===== config.mk =====
export PLATFORM = sky130hd
export DESIGN_NAME = dda_line_rasterizer_core
export DESIGN_NICKNAME = d
export VERILOG_FILES = /design/src/hdl/dda_pkg.sv /design/src/hdl/dda_line_rasterizer_core.sv /design/src/hdl/dda_fifo.sv /design/src/hdl/dda_front.sv /design/src/hdl/dda_back.sv
export SDC_FILE = /design/constraint.sdc
export NUM_CORES = 1
export LEC_CHECK = 0
export BUFFER_PORTS_ARGS = -buffer_cell sky130_fd_sc_hd__buf_2
export CORE_MARGIN = 2
export CORE_UTILIZATION = 45
export CTS_BUF_LIST = sky130_fd_sc_hd__clkbuf_8
export CTS_CLUSTER_DIAMETER = 50
export DETAILED_ROUTE_END_ITERATION = 12
export GPL_ROUTABILITY_DRIVEN = 0
export MAX_ROUTING_LAYER = met4
export PLACE_DENSITY_LB_ADDON = 0.08
export SLEW_MARGIN = 20
export SYNTH_ARGS = -nofsm -noshare
export SYNTH_HDL_FRONTEND = slang
export SYNTH_HIERARCHICAL = 1
export SYNTH_SLANG_ARGS = --single-unit
export TNS_END_PERCENT = 10

===== constraint.sdc =====
create_clock -name clk -period 5 [get_ports clk]
set_input_delay 0.75 -clock clk [delete_from_list [all_inputs] [get_ports clk]]
set_output_delay 0.75 -clock clk [all_outputs]
set_load 0.05 [all_outputs]

===== src/hdl/dda_pkg.sv =====
// ---------------------------------------------------------------------------
// dda_pkg
// Shared constants, command codes and sequencer state for the DDA line
// rasterizer.
// ---------------------------------------------------------------------------
`timescale 1ns / 1ps
`default_nettype none

package dda_pkg;

  // default geometry
  localparam int COORD_BITS_DEF = 10;
  localparam int FRAC_BITS_DEF  = 16;

  // queue depths (powers of two)
  localparam int CMD_Q_DEPTH = 4;
  localparam int RES_Q_DEPTH = 2;

  // command codes
  localparam logic CMD_LOAD = 1'b0;
  localparam logic CMD_STEP = 1'b1;

  // back end sequencer
  typedef enum logic [0:0] {
    ST_RUN = 1'b0,
    ST_DIV = 1'b1
  } back_state_t;

endpackage

`default_nettype wire


===== src/hdl/dda_line_rasterizer_core.sv =====
// ---------------------------------------------------------------------------
// dda_line_rasterizer_core
// DDA line rasterizer: load a line, then step it one pixel per request.
//
//   channel   handshake        payload
//   request   push / full      cmd, x_start, y_start, x_end, y_end
//   result    pop / empty      pixel_x, pixel_y, pixel_valid, last_pixel
//
// Steps run at one pixel per cycle while the result queue has room and no
// divide runs. A load of a nonzero-length line holds the back end in ST_DIV
// (radix-2 divider, one quotient bit per cycle on both axes). A result
// passes through the registered command and result queues before it is on
// the output. Reset is synchronous and empties both queues; a 4-entry
// command queue and a 2-entry result queue absorb stalls.
// ---------------------------------------------------------------------------
`timescale 1ns / 1ps
`default_nettype none

module dda_line_rasterizer_core import dda_pkg::*; #(
  parameter int COORD_BITS = COORD_BITS_DEF,
  parameter int FRAC_BITS  = FRAC_BITS_DEF
) (
  input  wire logic                  clk,
  input  wire logic                  rst,
  input  wire logic                  push,
  output logic                       full,
  input  wire logic                  cmd,
  input  wire logic [COORD_BITS-1:0] x_start,
  input  wire logic [COORD_BITS-1:0] y_start,
  input  wire logic [COORD_BITS-1:0] x_end,
  input  wire logic [COORD_BITS-1:0] y_end,
  input  wire logic                  pop,
  output logic                       empty,
  output logic      [COORD_BITS-1:0] pixel_x,
  output logic      [COORD_BITS-1:0] pixel_y,
  output logic                       pixel_valid,
  output logic                       last_pixel
);

  localparam int RES_W = 2 * COORD_BITS + 2;

  logic                  cq_valid;
  logic                  cq_pop;
  logic                  cq_op;
  logic [COORD_BITS-1:0] cq_xs;
  logic [COORD_BITS-1:0] cq_ys;
  logic [COORD_BITS-1:0] cq_abs_dx;
  logic [COORD_BITS-1:0] cq_abs_dy;
  logic                  cq_neg_x;
  logic                  cq_neg_y;
  logic [COORD_BITS-1:0] cq_len;

  logic                  res_full;
  logic                  res_push;
  logic [COORD_BITS-1:0] res_x;
  logic [COORD_BITS-1:0] res_y;
  logic                  res_valid;
  logic                  res_last;
  logic [RES_W-1:0]      res_rdata;

  dda_front #(
    .COORD_BITS (COORD_BITS)
  ) u_front (
    .clk       (clk),
    .rst       (rst),
    .push      (push),
    .full      (full),
    .cmd       (cmd),
    .x_start   (x_start),
    .y_start   (y_start),
    .x_end     (x_end),
    .y_end     (y_end),
    .cq_valid  (cq_valid),
    .cq_pop    (cq_pop),
    .cq_op     (cq_op),
    .cq_xs     (cq_xs),
    .cq_ys     (cq_ys),
    .cq_abs_dx (cq_abs_dx),
    .cq_abs_dy (cq_abs_dy),
    .cq_neg_x  (cq_neg_x),
    .cq_neg_y  (cq_neg_y),
    .cq_len    (cq_len)
  );

  dda_back #(
    .COORD_BITS (COORD_BITS),
    .FRAC_BITS  (FRAC_BITS)
  ) u_back (
    .clk       (clk),
    .rst       (rst),
    .cq_valid  (cq_valid),
    .cq_pop    (cq_pop),
    .cq_op     (cq_op),
    .cq_xs     (cq_xs),
    .cq_ys     (cq_ys),
    .cq_abs_dx (cq_abs_dx),
    .cq_abs_dy (cq_abs_dy),
    .cq_neg_x  (cq_neg_x),
    .cq_neg_y  (cq_neg_y),
    .cq_len    (cq_len),
    .res_full  (res_full),
    .res_push  (res_push),
    .res_x     (res_x),
    .res_y     (res_y),
    .res_valid (res_valid),
    .res_last  (res_last)
  );

  dda_fifo #(
    .WIDTH (RES_W),
    .DEPTH (RES_Q_DEPTH)
  ) u_res_q (
    .clk   (clk),
    .rst   (rst),
    .push  (res_push),
    .wdata ({res_x, res_y, res_valid, res_last}),
    .full  (res_full),
    .pop   (pop),
    .rdata (res_rdata),
    .empty (empty)
  );

  assign {pixel_x, pixel_y, pixel_valid, last_pixel} = res_rdata;

endmodule

`default_nettype wire


===== src/hdl/dda_fifo.sv =====
// ---------------------------------------------------------------------------
// dda_fifo
// Small show-ahead queue in flip-flops; head entry is visible while not empty.
// ---------------------------------------------------------------------------
`timescale 1ns / 1ps
`default_nettype none

module dda_fifo #(
  parameter int WIDTH = 8,
  parameter int DEPTH = 4
) (
  input  wire logic             clk,
  input  wire logic             rst,
  input  wire logic             push,
  input  wire logic [WIDTH-1:0] wdata,
  output logic                  full,
  input  wire logic             pop,
  output logic      [WIDTH-1:0] rdata,
  output logic                  empty
);

  localparam int AW = $clog2(DEPTH);

  logic [WIDTH-1:0] mem [DEPTH];
  logic [AW-1:0]    wr_ptr;
  logic [AW-1:0]    rd_ptr;
  logic [AW:0]      count;
  logic             do_push;
  logic             do_pop;

  assign full    = (count == (AW+1)'(DEPTH));
  assign empty   = (count == '0);
  assign do_push = push && !full;
  assign do_pop  = pop && !empty;
  assign rdata   = mem[rd_ptr];

  always_ff @(posedge clk) begin
    if (rst) begin
      wr_ptr <= '0;
      rd_ptr <= '0;
      count  <= '0;
    end else begin
      if (do_push) begin
        wr_ptr <= wr_ptr + 1'b1;
      end
      if (do_pop) begin
        rd_ptr <= rd_ptr + 1'b1;
      end
      if (do_push && !do_pop) begin
        count <= count + 1'b1;
      end else if (do_pop && !do_push) begin
        count <= count - 1'b1;
      end
    end
  end

  always_ff @(posedge clk) begin
    if (do_push) begin
      mem[wr_ptr] <= wdata;
    end
  end

endmodule

`default_nettype wire


===== src/hdl/dda_front.sv =====
// ---------------------------------------------------------------------------
// dda_front
// Accepts requests, works out line deltas, signs and step count, and queues
// the decoded command for the back end.
// ---------------------------------------------------------------------------
`timescale 1ns / 1ps
`default_nettype none

module dda_front import dda_pkg::*; #(
  parameter int COORD_BITS = COORD_BITS_DEF
) (
  input  wire logic                  clk,
  input  wire logic                  rst,
  // request side
  input  wire logic                  push,
  output logic                       full,
  input  wire logic                  cmd,
  input  wire logic [COORD_BITS-1:0] x_start,
  input  wire logic [COORD_BITS-1:0] y_start,
  input  wire logic [COORD_BITS-1:0] x_end,
  input  wire logic [COORD_BITS-1:0] y_end,
  // decoded command to back end
  output logic                       cq_valid,
  input  wire logic                  cq_pop,
  output logic                       cq_op,
  output logic      [COORD_BITS-1:0] cq_xs,
  output logic      [COORD_BITS-1:0] cq_ys,
  output logic      [COORD_BITS-1:0] cq_abs_dx,
  output logic      [COORD_BITS-1:0] cq_abs_dy,
  output logic                       cq_neg_x,
  output logic                       cq_neg_y,
  output logic      [COORD_BITS-1:0] cq_len
);

  localparam int ENTRY_W = 5 * COORD_BITS + 3;

  logic                  neg_x;
  logic                  neg_y;
  logic [COORD_BITS-1:0] abs_dx;
  logic [COORD_BITS-1:0] abs_dy;
  logic [COORD_BITS-1:0] len;
  logic [ENTRY_W-1:0]    wdata;
  logic [ENTRY_W-1:0]    rdata;
  logic                  q_empty;

  always_comb begin
    neg_x  = (x_end < x_start);
    neg_y  = (y_end < y_start);
    abs_dx = neg_x ? (x_start - x_end) : (x_end - x_start);
    abs_dy = neg_y ? (y_start - y_end) : (y_end - y_start);
    len    = (abs_dx > abs_dy) ? abs_dx : abs_dy;
  end

  assign wdata = {cmd, x_start, y_start, abs_dx, abs_dy, neg_x, neg_y, len};

  dda_fifo #(
    .WIDTH (ENTRY_W),
    .DEPTH (CMD_Q_DEPTH)
  ) u_cmd_q (
    .clk   (clk),
    .rst   (rst),
    .push  (push),
    .wdata (wdata),
    .full  (full),
    .pop   (cq_pop),
    .rdata (rdata),
    .empty (q_empty)
  );

  assign cq_valid = !q_empty;
  assign {cq_op, cq_xs, cq_ys, cq_abs_dx, cq_abs_dy, cq_neg_x, cq_neg_y, cq_len} = rdata;

endmodule

`default_nettype wire


===== src/hdl/dda_back.sv =====
// ---------------------------------------------------------------------------
// dda_back
// Executes decoded commands: radix-2 divider for the per-axis increments on
// load, accumulator update and pixel emission on step.
// ---------------------------------------------------------------------------
`timescale 1ns / 1ps
`default_nettype none

module dda_back import dda_pkg::*; #(
  parameter int COORD_BITS = COORD_BITS_DEF,
  parameter int FRAC_BITS  = FRAC_BITS_DEF
) (
  input  wire logic                  clk,
  input  wire logic                  rst,
  // decoded command from front end
  input  wire logic                  cq_valid,
  output logic                       cq_pop,
  input  wire logic                  cq_op,
  input  wire logic [COORD_BITS-1:0] cq_xs,
  input  wire logic [COORD_BITS-1:0] cq_ys,
  input  wire logic [COORD_BITS-1:0] cq_abs_dx,
  input  wire logic [COORD_BITS-1:0] cq_abs_dy,
  input  wire logic                  cq_neg_x,
  input  wire logic                  cq_neg_y,
  input  wire logic [COORD_BITS-1:0] cq_len,
  // result queue
  input  wire logic                  res_full,
  output logic                       res_push,
  output logic      [COORD_BITS-1:0] res_x,
  output logic      [COORD_BITS-1:0] res_y,
  output logic                       res_valid,
  output logic                       res_last
);

  localparam int ACC_W  = COORD_BITS + FRAC_BITS;
  localparam int STEP_W = FRAC_BITS + 2;
  localparam int CNT_W  = COORD_BITS + 1;
  localparam int DCNT_W = $clog2(FRAC_BITS);

  back_state_t state;
  back_state_t state_next;

  logic [ACC_W-1:0]      acc_x;
  logic [ACC_W-1:0]      acc_y;
  logic [STEP_W-1:0]     step_x;
  logic [STEP_W-1:0]     step_y;
  logic [CNT_W-1:0]      steps_left;
  logic                  line_active;

  // divider state
  logic [COORD_BITS-1:0] divisor;
  logic [COORD_BITS-1:0] rem_x;
  logic [COORD_BITS-1:0] rem_y;
  logic [FRAC_BITS:0]    quot_x;
  logic [FRAC_BITS:0]    quot_y;
  logic                  neg_x;
  logic                  neg_y;
  logic [DCNT_W-1:0]     div_cnt;

  logic                  take;
  logic                  is_load;
  logic                  len_zero;
  logic                  div_last;
  logic [ACC_W-1:0]      sum_x;
  logic [ACC_W-1:0]      sum_y;
  logic [COORD_BITS:0]   r2_x;
  logic [COORD_BITS:0]   r2_y;
  logic                  ge_x;
  logic                  ge_y;
  logic [COORD_BITS-1:0] rem_x_next;
  logic [COORD_BITS-1:0] rem_y_next;
  logic [FRAC_BITS:0]    quot_x_next;
  logic [FRAC_BITS:0]    quot_y_next;
  logic [STEP_W-1:0]     mag_x;
  logic [STEP_W-1:0]     mag_y;

  assign take     = (state == ST_RUN) && cq_valid && !res_full;
  assign is_load  = (cq_op == CMD_LOAD);
  assign len_zero = (cq_len == '0);
  assign div_last = (div_cnt == DCNT_W'(FRAC_BITS - 1));

  // next state
  always_comb begin
    state_next = state;
    unique case (state)
      ST_RUN: begin
        if (take && is_load && !len_zero) begin
          state_next = ST_DIV;
        end
      end
      ST_DIV: begin
        if (div_last) begin
          state_next = ST_RUN;
        end
      end
      default: state_next = ST_RUN;
    endcase
  end

  // step datapath: position plus sign-extended increment
  always_comb begin
    sum_x = acc_x + {{(ACC_W-STEP_W){step_x[STEP_W-1]}}, step_x};
    sum_y = acc_y + {{(ACC_W-STEP_W){step_y[STEP_W-1]}}, step_y};
  end

  // outputs
  always_comb begin
    cq_pop    = take;
    res_push  = take;
    res_x     = '0;
    res_y     = '0;
    res_valid = 1'b0;
    res_last  = 1'b0;
    if (is_load) begin
      res_x     = cq_xs;
      res_y     = cq_ys;
      res_valid = 1'b1;
      res_last  = len_zero;
    end else if (line_active) begin
      res_x     = sum_x[ACC_W-1:FRAC_BITS];
      res_y     = sum_y[ACC_W-1:FRAC_BITS];
      res_valid = 1'b1;
      res_last  = (steps_left == CNT_W'(1));
    end
  end

  // one quotient bit per cycle for each axis
  always_comb begin
    r2_x        = {rem_x, 1'b0};
    r2_y        = {rem_y, 1'b0};
    ge_x        = (r2_x >= {1'b0, divisor});
    ge_y        = (r2_y >= {1'b0, divisor});
    rem_x_next  = ge_x ? COORD_BITS'(r2_x - {1'b0, divisor}) : r2_x[COORD_BITS-1:0];
    rem_y_next  = ge_y ? COORD_BITS'(r2_y - {1'b0, divisor}) : r2_y[COORD_BITS-1:0];
    quot_x_next = {quot_x[FRAC_BITS-1:0], ge_x};
    quot_y_next = {quot_y[FRAC_BITS-1:0], ge_y};
    mag_x       = {1'b0, quot_x_next};
    mag_y       = {1'b0, quot_y_next};
  end

  always_ff @(posedge clk) begin
    if (rst) begin
      state       <= ST_RUN;
      line_active <= 1'b0;
      steps_left  <= '0;
      div_cnt     <= '0;
    end else begin
      state <= state_next;
      if (take) begin
        if (is_load) begin
          acc_x <= {cq_xs, {FRAC_BITS{1'b0}}};
          acc_y <= {cq_ys, {FRAC_BITS{1'b0}}};
          if (len_zero) begin
            step_x      <= '0;
            step_y      <= '0;
            steps_left  <= '0;
            line_active <= 1'b0;
          end else begin
            steps_left  <= {1'b0, cq_len};
            line_active <= 1'b1;
            divisor     <= cq_len;
            neg_x       <= cq_neg_x;
            neg_y       <= cq_neg_y;
            // integer bit is set only when the delta equals the step count
            rem_x       <= (cq_abs_dx == cq_len) ? '0 : cq_abs_dx;
            rem_y       <= (cq_abs_dy == cq_len) ? '0 : cq_abs_dy;
            quot_x      <= {{FRAC_BITS{1'b0}}, (cq_abs_dx == cq_len)};
            quot_y      <= {{FRAC_BITS{1'b0}}, (cq_abs_dy == cq_len)};
            div_cnt     <= '0;
          end
        end else if (line_active) begin
          acc_x      <= sum_x;
          acc_y      <= sum_y;
          steps_left <= steps_left - 1'b1;
          if (steps_left == CNT_W'(1)) begin
            line_active <= 1'b0;
          end
        end
      end
      if (state == ST_DIV) begin
        rem_x   <= rem_x_next;
        rem_y   <= rem_y_next;
        quot_x  <= quot_x_next;
        quot_y  <= quot_y_next;
        div_cnt <= div_cnt + 1'b1;
        if (div_last) begin
          step_x <= neg_x ? (~mag_x + 1'b1) : mag_x;
          step_y <= neg_y ? (~mag_y + 1'b1) : mag_y;
        end
      end
    end
  end

`ifndef NO_ASSERTIONS
  a_pop_only_in_run: assert property (@(posedge clk) disable iff (rst)
    cq_pop |-> (state == ST_RUN))
    else $error("command popped while divider busy");

  a_div_has_line: assert property (@(posedge clk) disable iff (rst)
    (state == ST_DIV) |-> (line_active && steps_left != '0))
    else $error("divider running without an active line");

  a_active_count: assert property (@(posedge clk) disable iff (rst)
    line_active |-> (steps_left != '0))
    else $error("active line with no steps left");

  a_last_ends_line: assert property (@(posedge clk) disable iff (rst)
    (res_push && res_valid && res_last) |=> !line_active)
    else $error("line still active after its last pixel");

  a_no_push_when_full: assert property (@(posedge clk) disable iff (rst)
    res_push |-> !res_full)
    else $error("result pushed into a full queue");
`endif

endmodule

`default_nettype wire


### Yosys cells after proc, flatten, opt, wreduce, memory -nomap -nowiden

Memories as Yosys holds them, arrays and structs flattened. A register that Yosys moved wholly into a read port is not among the register bits.
Cells that the tools add are included.

* bits in registers: 180
* bits in writable memories: 256
* input bits: 45
* output and inout bits: 24
* memories kept: 2

* add/subtract/negate cells: 20
* order comparisons: 5
* eq/ne operators: 9
* multiplexer cells: 73
* bitwise logic cells: 6
* reductions and logical operators: 32

Memories
* u_front.u_cmd_q.mem: words 4, bits a word 53, read ports 1, clocked after memory_dff 1, wr ports 1, RTL line dda_fifo.sv:24 `logic [WIDTH-1:0] mem [DEPTH];`
* u_res_q.mem: words 2, bits a word 22, read ports 1, clocked after memory_dff 1, wr ports 1, RTL line dda_fifo.sv:24

Operator list (number)
* $mux 18: 12
* $mux 10: 20
* $mux 16: 8
* $mux 26: 4
* $sub 10x10->10: 6
* $add 26x26->26: 2
* $add 18x1->18 const B: 2
* $not 17->18: 2
* $ge 11x10->1: 2
* $mux 11: 2
* $eq 10x10->1: 2
* $lt 10x10->1: 2
* $mux 1: 16
* $mux 4: 4
* $logic_and 1x1->1: 12
* $eq 11x1->1 const B: 1
* $sub 11x1->11 const B: 1
* $gt 10x10->1: 1
* $logic_not 10->1: 1
* $logic_not 1->1: 9
* $mux 2: 4
* $reduce_and 4->1: 2
* $add 2x1->2 const B: 3
* $mux 3: 2
* other kinds (16): 25

### Logic depth before layout (Yosys ltp)

Gate-level depths: netlist of the first run.

* depth after elaboration: 9
* depth in mapped cells: 21

### Hierarchy

The synthesis of the first run kept the hierarchy.

Modules (own cells, without submodules)
* dda_back: instances 1, cells each 1269, area an instance 11937.7 µm², seq. area each 4904.7 µm²
* dda_fifo at u_front.u_cmd_q: instances 1, cells each 325, area an instance 8170.3 µm², seq. area each 6546.3 µm²
* dda_front: instances 1, cells each 275, area an instance 2053.2 µm², seq. area each 0.0 µm²
* dda_fifo at u_res_q: instances 1, cells each 93, area an instance 1796.7 µm², seq. area each 1421.4 µm²

### Least setup slack after synthesis of the first run

No wires, ideal clock.

* path type: input-to-reg
* from: input x_end[0]
* to: memory u_front/u_cmd_q/mem[0][6] (netlist bit), data pin
* setup time: 266 ps
* data arrival time: 4577 ps
* data required time: 4734 ps
* setup slack: 156 ps
* stages on the path: 20
* path buffers: 2
* cells stage by stage: inv_1 > ha_1 > inv_1 > fa_1 > a21oi_1 > o21ai_2 > a211oi_4 > buf_6 > mux2_4 > a31oi_1 > xor2_1 > inv_1 > ha_1 > and4_1 > nand3_1 > o22ai_1 > nor2_1 > a2bb2oi_1 > clkbuf_1 > mux2_2

* cells in the longest elaborated chain, start to end: 4

Ends and longest elaborated chain
* start, declared: RTL line dda_line_rasterizer_core.sv:30 `input wire logic [COORD_BITS-1:0] x_end,`
* $lt 10x10->1: RTL line dda_front.sv:47 `neg_x = (x_end < x_start);`
* via u_front.neg_x: RTL line dda_front.sv:37 `logic neg_x;`
* $mux 10: RTL line dda_front.sv:49 `abs_dx = neg_x ? (x_start - x_end) : (x_end - x_start);`
* via u_front.abs_dx[7]: RTL line dda_front.sv:39 `logic [COORD_BITS-1:0] abs_dx;`
* $gt 10x10->1: RTL line dda_front.sv:51 `len = (abs_dx > abs_dy) ? abs_dx : abs_dy;`
* $mux 10: RTL line dda_front.sv:51
* via u_front.len[6]: RTL line dda_front.sv:41 `logic [COORD_BITS-1:0] len;`
* end, declared: RTL line dda_fifo.sv:24

The timed path passes the listed nets, and every way through them passes these cells.

### Final worst setup path of the first run

* from: input x_end[0]
* to: memory u_front/u_cmd_q/mem[3][6] (netlist bit), data pin

* cells in the longest elaborated chain, start to end: 4

Ends and longest elaborated chain (RTL line)
* $sub 10x10->10 / $lt 10x10->1 (equally long branches): dda_front.sv:49, dda_front.sv:47
* $mux 10 (*): dda_front.sv:49
* via u_front.abs_dx[4]: dda_front.sv:39
* $gt 10x10->1 (*): dda_front.sv:51
* $mux 10 (*): dda_front.sv:51
* via u_front.len[6]: dda_front.sv:41

Mark *: on every way through the listed nets, which the timed path passes. The rest lies on a longest branch.

==> metrics.md, run 1 <==
| Metric | Value |
|---|---|
| Outcome | `completed` |
| Vias | `between 15000 and 20000` |
| Area occupied by multi-input gates | `10220 µm²` |
| Worst setup EP type | `flop` |
| Tcrit/Tclk final | `88.01%` |
| Req. time, crit path | `approximately 5.4 ns` |
| Hold crit path type | `in2reg` |
| Fmax | `0.2272 GHz` |
| GRT Overall Usage | `a little over a fifth` |
| Root buf cell | `clkbuf_8` |
| H-Tree Depth | `3` |
| Final Hold Vio Count | `0` |
| Critical path class | `in2reg` |
| CTS tree | `built` |
| Post-Synthesis Cell Area | `approximately 24000 µm²` |
| Initial antenna violation count | `2` |
| CP Max Fanout | `8` |
| Avg WL per Cell | `between 20 and 25 µm` |
| Final WL | `57510 µm` |
| Number of global-route vias before repair | `16080` |
| Max clock buf depth | `3` |
| Core Area | `about 53000 µm²` |
| Post-CTS sizing | `0` |
| Area leader, netlist | `edfxtp_1` |
| Syn-to-layout area delta | `11.07%` |
| Main synth FF type | `edfxtp_1` |
| Die width | `234.7 µm` |
| CTS buffer count | `79` |
| Synthesis warning total | `6` |
| #FFs+latches synth | `~440` |
| Ys async rst share | `0%` |
| Setup Skew | `approximately 0.029 ns` |
| Worst skew pair latency | `between 0.6 and 0.7 ns` |
| Layout cells sized above 1 | `between 15 and 20%` |
| Avg Inst Size Synth | `between 10 and 15 µm²` |
| Global-route wire length before repair | `between 90000 and 100000 µm` |
| Maximum vdd drop | `0.0003311 V` |
| Max-Cap Viols | `0` |
| First-pass detailed-route iteration total | `5` |
| Unrepaired setup endpoints after global routing | `false` |
| Largest net degree at the start of global routing | `80` |
| Clk slew on worst S/H paths | `roughly 0.060 ns` |
| Die area | `55100 µm²` |
| Hold-fix buffers at CTS | `0` |
| Total power | `around 14000 µW` |
| Post-route ant nets | `0` |
| WP data arrival | `approximately 4.8 ns` |
| Fillers | `4684` |
| Max_slew headroom | `about a third` |
| Synthesized Nets | `around 2100` |
| Hold Slack | `0.3158 ns` |
| Most common cell after layout, fill and taps aside | `edfxtp_1` |
| R2R Setup Slk | `0.69 ns` |
| Top cell type's share of synthesized area | `between 50% and 60%` |
| Initial DRC count | `slightly below 1000` |
| Synth top area cells | `edfxtp_1, ha_1, mux4_2, dfxtp_1, xor2_1` |
| Total gr overflow | `0` |
| Post-synth EDFFs | `between 400 and 500` |
| Hold Path Depth | `1` |
| Critical Path Start Type | `primary input` |
| I/O pins | `69` |
| Tightest Pin Transition | `between 1 and 1.5 ns` |
| Pleak | `roughly 0.01 µW` |
| Final Setup Violations | `0` |
| Synthesized netlist cell count | `1962` |
| Final #Nets | `between 2000 and 2500` |
| Vias per inst | `between 5 and 6` |
| HPWL Detailed | `around 41000 µm` |
| Setup bufs post-CTS | `0` |
| Post-synthesis sequential area ratio | `between 50% and 60%` |
| Yosys cell types | `between 80 and 90` |
| Tmin final | `~4.4 ns` |
| Die height | `234.7 µm` |
| Most frequent cells in the layout | `edfxtp_1, inv_1, ha_1, nand2_1, a21oi_1` |
| CTS Sinks | `approximately 440` |
| Pwr Density | `about 540 nW/µm²` |
| # DRC | `0` |
| Num rows | `84` |
| Initial Utilization | `approximately 46%` |
| FF+latch area | `12880 µm²` |
| Cell count of the worst reg-to-reg path | `14` |
| IO Port Bufs | `just under 70` |
| Slew Viols, Final | `0` |
## layout make-up
type,instances,area share (%)
clock buffer,81,4.189
antenna,2,0.01881
multi-input combinational,1321,38.39
sequential,439,48.40
timing repair buffer,116,2.680
inverter,119,1.679
tap,688,3.235
clock inverter,65,1.411
## registers in the layout, summed over array words and instances, names as in the netlist, named ones only
| name | count |
|---|---|
| u_back/acc_x | 26 |
| u_back/acc_y | 26 |
| u_back/div_cnt | 4 |
| u_back/divisor | 10 |
| u_back/line_active | 1 |
| u_back/neg_x | 1 |
| u_back/neg_y | 1 |
| u_back/quot_x | 16 |
| u_back/quot_y | 16 |
| u_back/rem_x | 10 |
| u_back/rem_y | 10 |
| u_back/state | 1 |
| u_back/step_x | 18 |
| u_back/step_y | 18 |
| u_back/steps_left | 11 |
| u_front/u_cmd_q/count | 3 |
| u_front/u_cmd_q/mem | 212 |
| u_front/u_cmd_q/rd_ptr | 2 |
| u_front/u_cmd_q/wr_ptr | 2 |
| u_res_q/count | 2 |
| u_res_q/mem | 44 |
| u_res_q/rd_ptr | 1 |
| u_res_q/wr_ptr | 1 |
## cell usage after synthesis, drive strengths merged (16+ instances only)
cell type  instances
a211oi            22
a21o              34
a21oi            113
a31oi             19
and2              43
buf               27
clkbuf            56
dfxtp             31
edfxtp           408
ha               131
inv              118
mux2              39
mux2i             29
mux4              53
nand2            120
nand3             67
nand4             21
nor2             107
nor2b             21
nor3              29
nor4              16
o21a              17
o21ai            110
or3               16
xnor2             53
xor2              69
## metal layers
layer  track usage, %  share of wire (%)  vias up
met5                -                  0        -
met4            6.061                1.9        0
met3            3.407                4.2       86
met2            36.39                 50      305
met1            26.55                 44     7898
li1                 -                  -     7681
## through the flow
step / instance area (µm²) / std cells / setup TNS, ns / util, % / setup WS (ns)
2_1_floorplan: 23960 / 1962 / 0 / - / 0.1562
6_report: 26610 / 2831 / 0 / 50.64 / 0.5994
4_1_cts: 26600 / 2829 / 0 / 50.63 / 0.6363
3_5_place_dp: 25110 / 2683 / -0.5345 / 47.79 / -0.06395
3_3_place_gp: 25110 / 2683 / -0.3077 / 47.79 / -0.04768
5_1_grt: 26610 / 2830 / 0 / 50.63 / 0.3023
## critical path, cell delays in order
cell and delay [ns]:
buf_2 0.11, inv_1 0.05, ha_1 0.13, inv_1 0.06, fa_1 0.38, a21oi_1 0.24, o21ai_2 0.14, a211oi_4 0.23
buf_4 0.22, mux2_1 0.33, a21o_1 0.17, xnor2_1 0.22, inv_1 0.10, ha_1 0.31, and3_1 0.17, nand3_1 0.10
o22ai_1 0.17, nor2_1 0.06, a2bb2oi_1 0.24, buf_4 0.23, mux2_2 0.38
## where the power goes
| group | leakage [µW] | internal (µW) | switching [µW] |
|---|---|---|---|
| logic | 0.00515 | 2100 | 3560 |
| registers | 0.00404 | 5130 | 411 |
| clock network | 0.000863 | 1640 | 1550 |
## kinds of logic (layout without fill, tap and decap cells)
family | count (synthesis) | count (layout) | synth area share (%)
fa+ha+maj | 140 | 140 | 7.593
xor+xnor | 122 | 122 | 4.460
simple gates | 500 | 500 | 10.49
mux | 121 | 121 | 8.043
buf+inv | 202 | 381 | 3.734
other cells | 0 | 2 | 0
compound gates | 438 | 438 | 11.95
flops | 439 | 439 | 53.73
## final timing paths
path	endpoint	start
worst max register to register	u_back/step_y[12]$_DFFE_PN_	u_back/divisor[1]$_DFFE_PP_
worst min-delay path	u_front/u_cmd_q/mem[0][52]$_DFFE_PP_	cmd
worst max-delay path	u_front/u_cmd_q/mem[3][6]$_DFFE_PP_	x_end[0]
worst min register to register	flop	u_res_q/rd_ptr$_SDFFE_PP0P_
(Power assumes the default switching activity.)
==> run 2: changes to the inputs <==
--- a/config.mk
+++ b/config.mk
@@ -14,6 +14,7 @@
 export GPL_ROUTABILITY_DRIVEN = 0
 export MAX_ROUTING_LAYER = met4
 export PLACE_DENSITY_LB_ADDON = 0.08
+export RECOVER_POWER = 25
 export SLEW_MARGIN = 20
 export SYNTH_ARGS = -nofsm -noshare
 export SYNTH_HDL_FRONTEND = slang
==> run 2 against run 1 <==
The run now ends with capacitance limit, slew limit left. Sequential cell count stayed put. Die area stayed put. Critical path type unchanged. Highest routed layer unchanged. Cell area is 0.21% lower. Power hardly changed. Setup slack worse by 0.062 ns. Register-to-register slack hardly changed. Largest cell class unchanged. Critical endpoint unchanged. First-iteration DRC count is 1.3% higher. Via count is 0.13% lower.
==> metrics.md, run 2 (same netlist as run 1, synthesis figures left out) <==
| Metric | Value |
|---|---|
| Hold-fix buffers at CTS | `0 (unchanged)` |
| Worst reg2reg path endpoint | `u_back/acc_x[6]$_SDFFCE_PN0P_` |
| Regs by FF count | `u_front/u_cmd_q/mem (212), u_res_q/mem (44)` |
| Global-route wire length before repair | `90240 µm (unchanged)` |
| # DRC | `0 (unchanged)` |
| CP Max Fanout | `8 (unchanged)` |
| Crit-path cells | `clkbuf_1, ha_1, inv_1, fa_1, a21oi_1, o21ai_2, a211oi_4, buf_4, mux2_1, a21o_1, xnor2_1, inv_1, ha_1, and3_1, nand3_1, o22ai_1, nor2_1, a2bb2oi_1, buf_4, mux2_2` |
| Setup Skew | `0.03090 ns (+0.001858 ns)` |
| Max clock buf depth | `3 (unchanged)` |
| WP data arrival | `4.86 ns (+0.07 ns)` |
| R2R Setup Slk | `0.68 ns (about the same)` |
| Outcome | `complete, but fails checks` |
| Tcrit/Tclk final | `89.26% (+1.2 points)` |
| Most common cell after layout, fill and taps aside | `edfxtp_1` |
| Die height | `234.7 µm (unchanged)` |
| Reg with most FFs | `u_front/u_cmd_q/mem` |
| Max FFs per register | `212 (unchanged)` |
| CTS buffer count | `79 (unchanged)` |
| Req. time, crit path | `5.39 ns (about the same)` |
| IO Port Bufs | `68 (unchanged)` |
| Total gr overflow | `0 (unchanged)` |
| Dpl cells | `2683 (unchanged)` |
| Worst setup EP type | `flop` |
| Maximum vdd drop | `0.0003311 V (about the same)` |
| FF+latch area | `12870 µm² (about the same)` |
| Hold EP | `u_front/u_cmd_q/mem[0][52]$_DFFE_PP_` |
| Number of global-route vias before repair | `16080 (unchanged)` |
| CTS tree | `built` |
| Critical path class | `in2reg` |
| Area occupied by multi-input gates | `10200 µm² (-0.12%)` |
| Largest net degree at the start of global routing | `80 (unchanged)` |
| Initial antenna violation count | `2 (unchanged)` |
| CTS Sinks | `439 (unchanged)` |
| Syn-to-layout area delta | `10.84%` |
| Slew Viols, Final | `176 (+176)` |
| First-pass detailed-route iteration total | `5 (unchanged)` |
| HPWL Detailed | `40730 µm (unchanged)` |
| Fillers | `4689 (+0.11%)` |
| Initial Utilization | `45.59% (unchanged)` |
| Root buf cell | `clkbuf_8` |
| GRT Overall Usage | `21.43% (unchanged)` |
| Failing checks | `capacitance limit, slew limit` |
| Final core utilization | `50.53% (-0.10 points)` |
| Pleak | `0.009965 µW (-0.89%)` |
| I/O pins | `69 (unchanged)` |
| Vias | `15950 (-0.13%)` |
| Hold Path Depth | `1 (unchanged)` |
| Die area | `55100 µm² (unchanged)` |
| Final Hold Vio Count | `0 (unchanged)` |
| Setup TNS | `0 ns (unchanged)` |
| Critical path's largest stage delay | `0.38 ns (about the same)` |
| Post-route ant nets | `0 (unchanged)` |
| Core Area | `52550 µm² (unchanged)` |
| Layout cells sized above 1 | `14.76% (-1.5 points)` |
| Most frequent cells in the layout | `edfxtp_1, inv_1, ha_1, nand2_1, a21oi_1` |
| Tmin final | `4.463 ns (+0.06225 ns)` |
| Cell count of the worst reg-to-reg path | `7 (-7)` |
| Max-Cap Viols | `6 (+6)` |
| Num rows | `84 (unchanged)` |
| Unrepaired setup endpoints after global routing | `false` |
| Slowest CP cell | `fa_1` |
| Pwr Density | `541.9 nW/µm² (+0.20%)` |
| Die width | `234.7 µm (unchanged)` |
| Max_slew headroom | `-61.83% (-93 points)` |
| Critical Path Start Type | `primary input` |
| Fmax | `0.2241 GHz (-1.4%)` |
| Initial DRC count | `991 (+1.3%)` |
| Vias per inst | `5.634 (-0.13%)` |
| Final Setup Violations | `0 (unchanged)` |
| Final WL | `57560 µm (about the same)` |
| Post-CTS sizing | `0 (unchanged)` |
| Worst skew pair latency | `0.67 ns (about the same)` |
| WP buf/inv | `5 (-1)` |
| Hold crit path type | `in2reg` |
| Hold path start | `cmd` |
| Setup bufs post-CTS | `0 (unchanged)` |
| Final #Nets | `2261 (unchanged)` |
| Avg WL per Cell | `20.33 µm (about the same)` |
| Tightest Pin Transition | `2.426 ns (+1.398 ns)` |
| Count of non-filler cells in the finished layout | `2831 (unchanged)` |
| H-Tree Depth | `3 (unchanged)` |
| CP top delay family | `compound AO/OA/AOI/OAI gates` |
| Clk slew on worst S/H paths | `0.06 ns (about the same)` |
==> run 2: cell types whose count changed in the layout (fill, tap and decap cells not counted), moves of 2 or more <==
cell      delta
dfxtp_1      +2
clkbuf_1    +24
and2_0      +15
buf_2       -21
and2_1      -11
buf_4        -3
and2_2       -4
==> run 2: layer usage <==
layer / track usage [%] / wire length [µm]
met3: 3.407 / 2214
met4: 6.061 / 1075
met1: 26.55 / 25250
met2: 36.39 / 29030
met5: - / 0
==> run 2: how the worst max path moves through the flow <==
stage / from / end / slack, ns / cells past startpoint
6_report: x_start[0] / u_front/u_cmd_q/mem[3][6]$_DFFE_PP_ / 0.54 / 20
5_1_grt: x_start[4] / u_front/u_cmd_q/mem[3][6]$_DFFE_PP_ / 0.22 / 19
4_1_cts: x_end[0] / u_front/u_cmd_q/mem[3][6]$_DFFE_PP_ / 0.64 / 21
3_5_place_dp: x_end[0] / u_front/u_cmd_q/mem[1][6]$_DFFE_PP_ / -0.06 / 21
3_3_place_gp: x_end[0] / u_front/u_cmd_q/mem[0][6]$_DFFE_PP_ / -0.05 / 21
2_1_floorplan: x_end[0] / u_front/u_cmd_q/mem[0][6]$_DFFE_PP_ / 0.16 / 20
==> run 2: stage by stage <==
stage / hold WS (ns) / instance area [µm²] / setup slack [ns] / power (µW)
after floorplan: 0.4516 / 23960 / 0.1562 / 9710
after global placement: 0.4693 / 25110 / -0.04768 / 11200
after detailed placement: 0.4898 / 25110 / -0.06395 / 11300
after CTS: 0.2593 / 26600 / 0.6363 / 14550
after global routing: 0.3454 / 26550 / 0.2233 / 15300
final: 0.3640 / 26560 / 0.5372 / 14390
==> run 2: where the power goes <==
group | switching, µW | total (µW) | internal [µW] | leakage, µW
clock network | 1550 | 3190 | 1640 | 0.000863
logic | 3550 | 5650 | 2100 | 0.00506
registers | 411 | 5540 | 5130 | 0.00404
total | 5520 | 14400 | 8870 | 0.00996
==> run 2: area by class of cell <==
class                           instances  area share (%)
Clock buffer                           81           4.198
Sequential cell                       439           48.48
Antenna cell                            2         0.01885
Timing Repair Buffer                  116           2.544
Tap cell                              688           3.242
Clock inverter                         65           1.413
Multi-Input combinational cell       1321           38.42
Inverter                              119           1.682
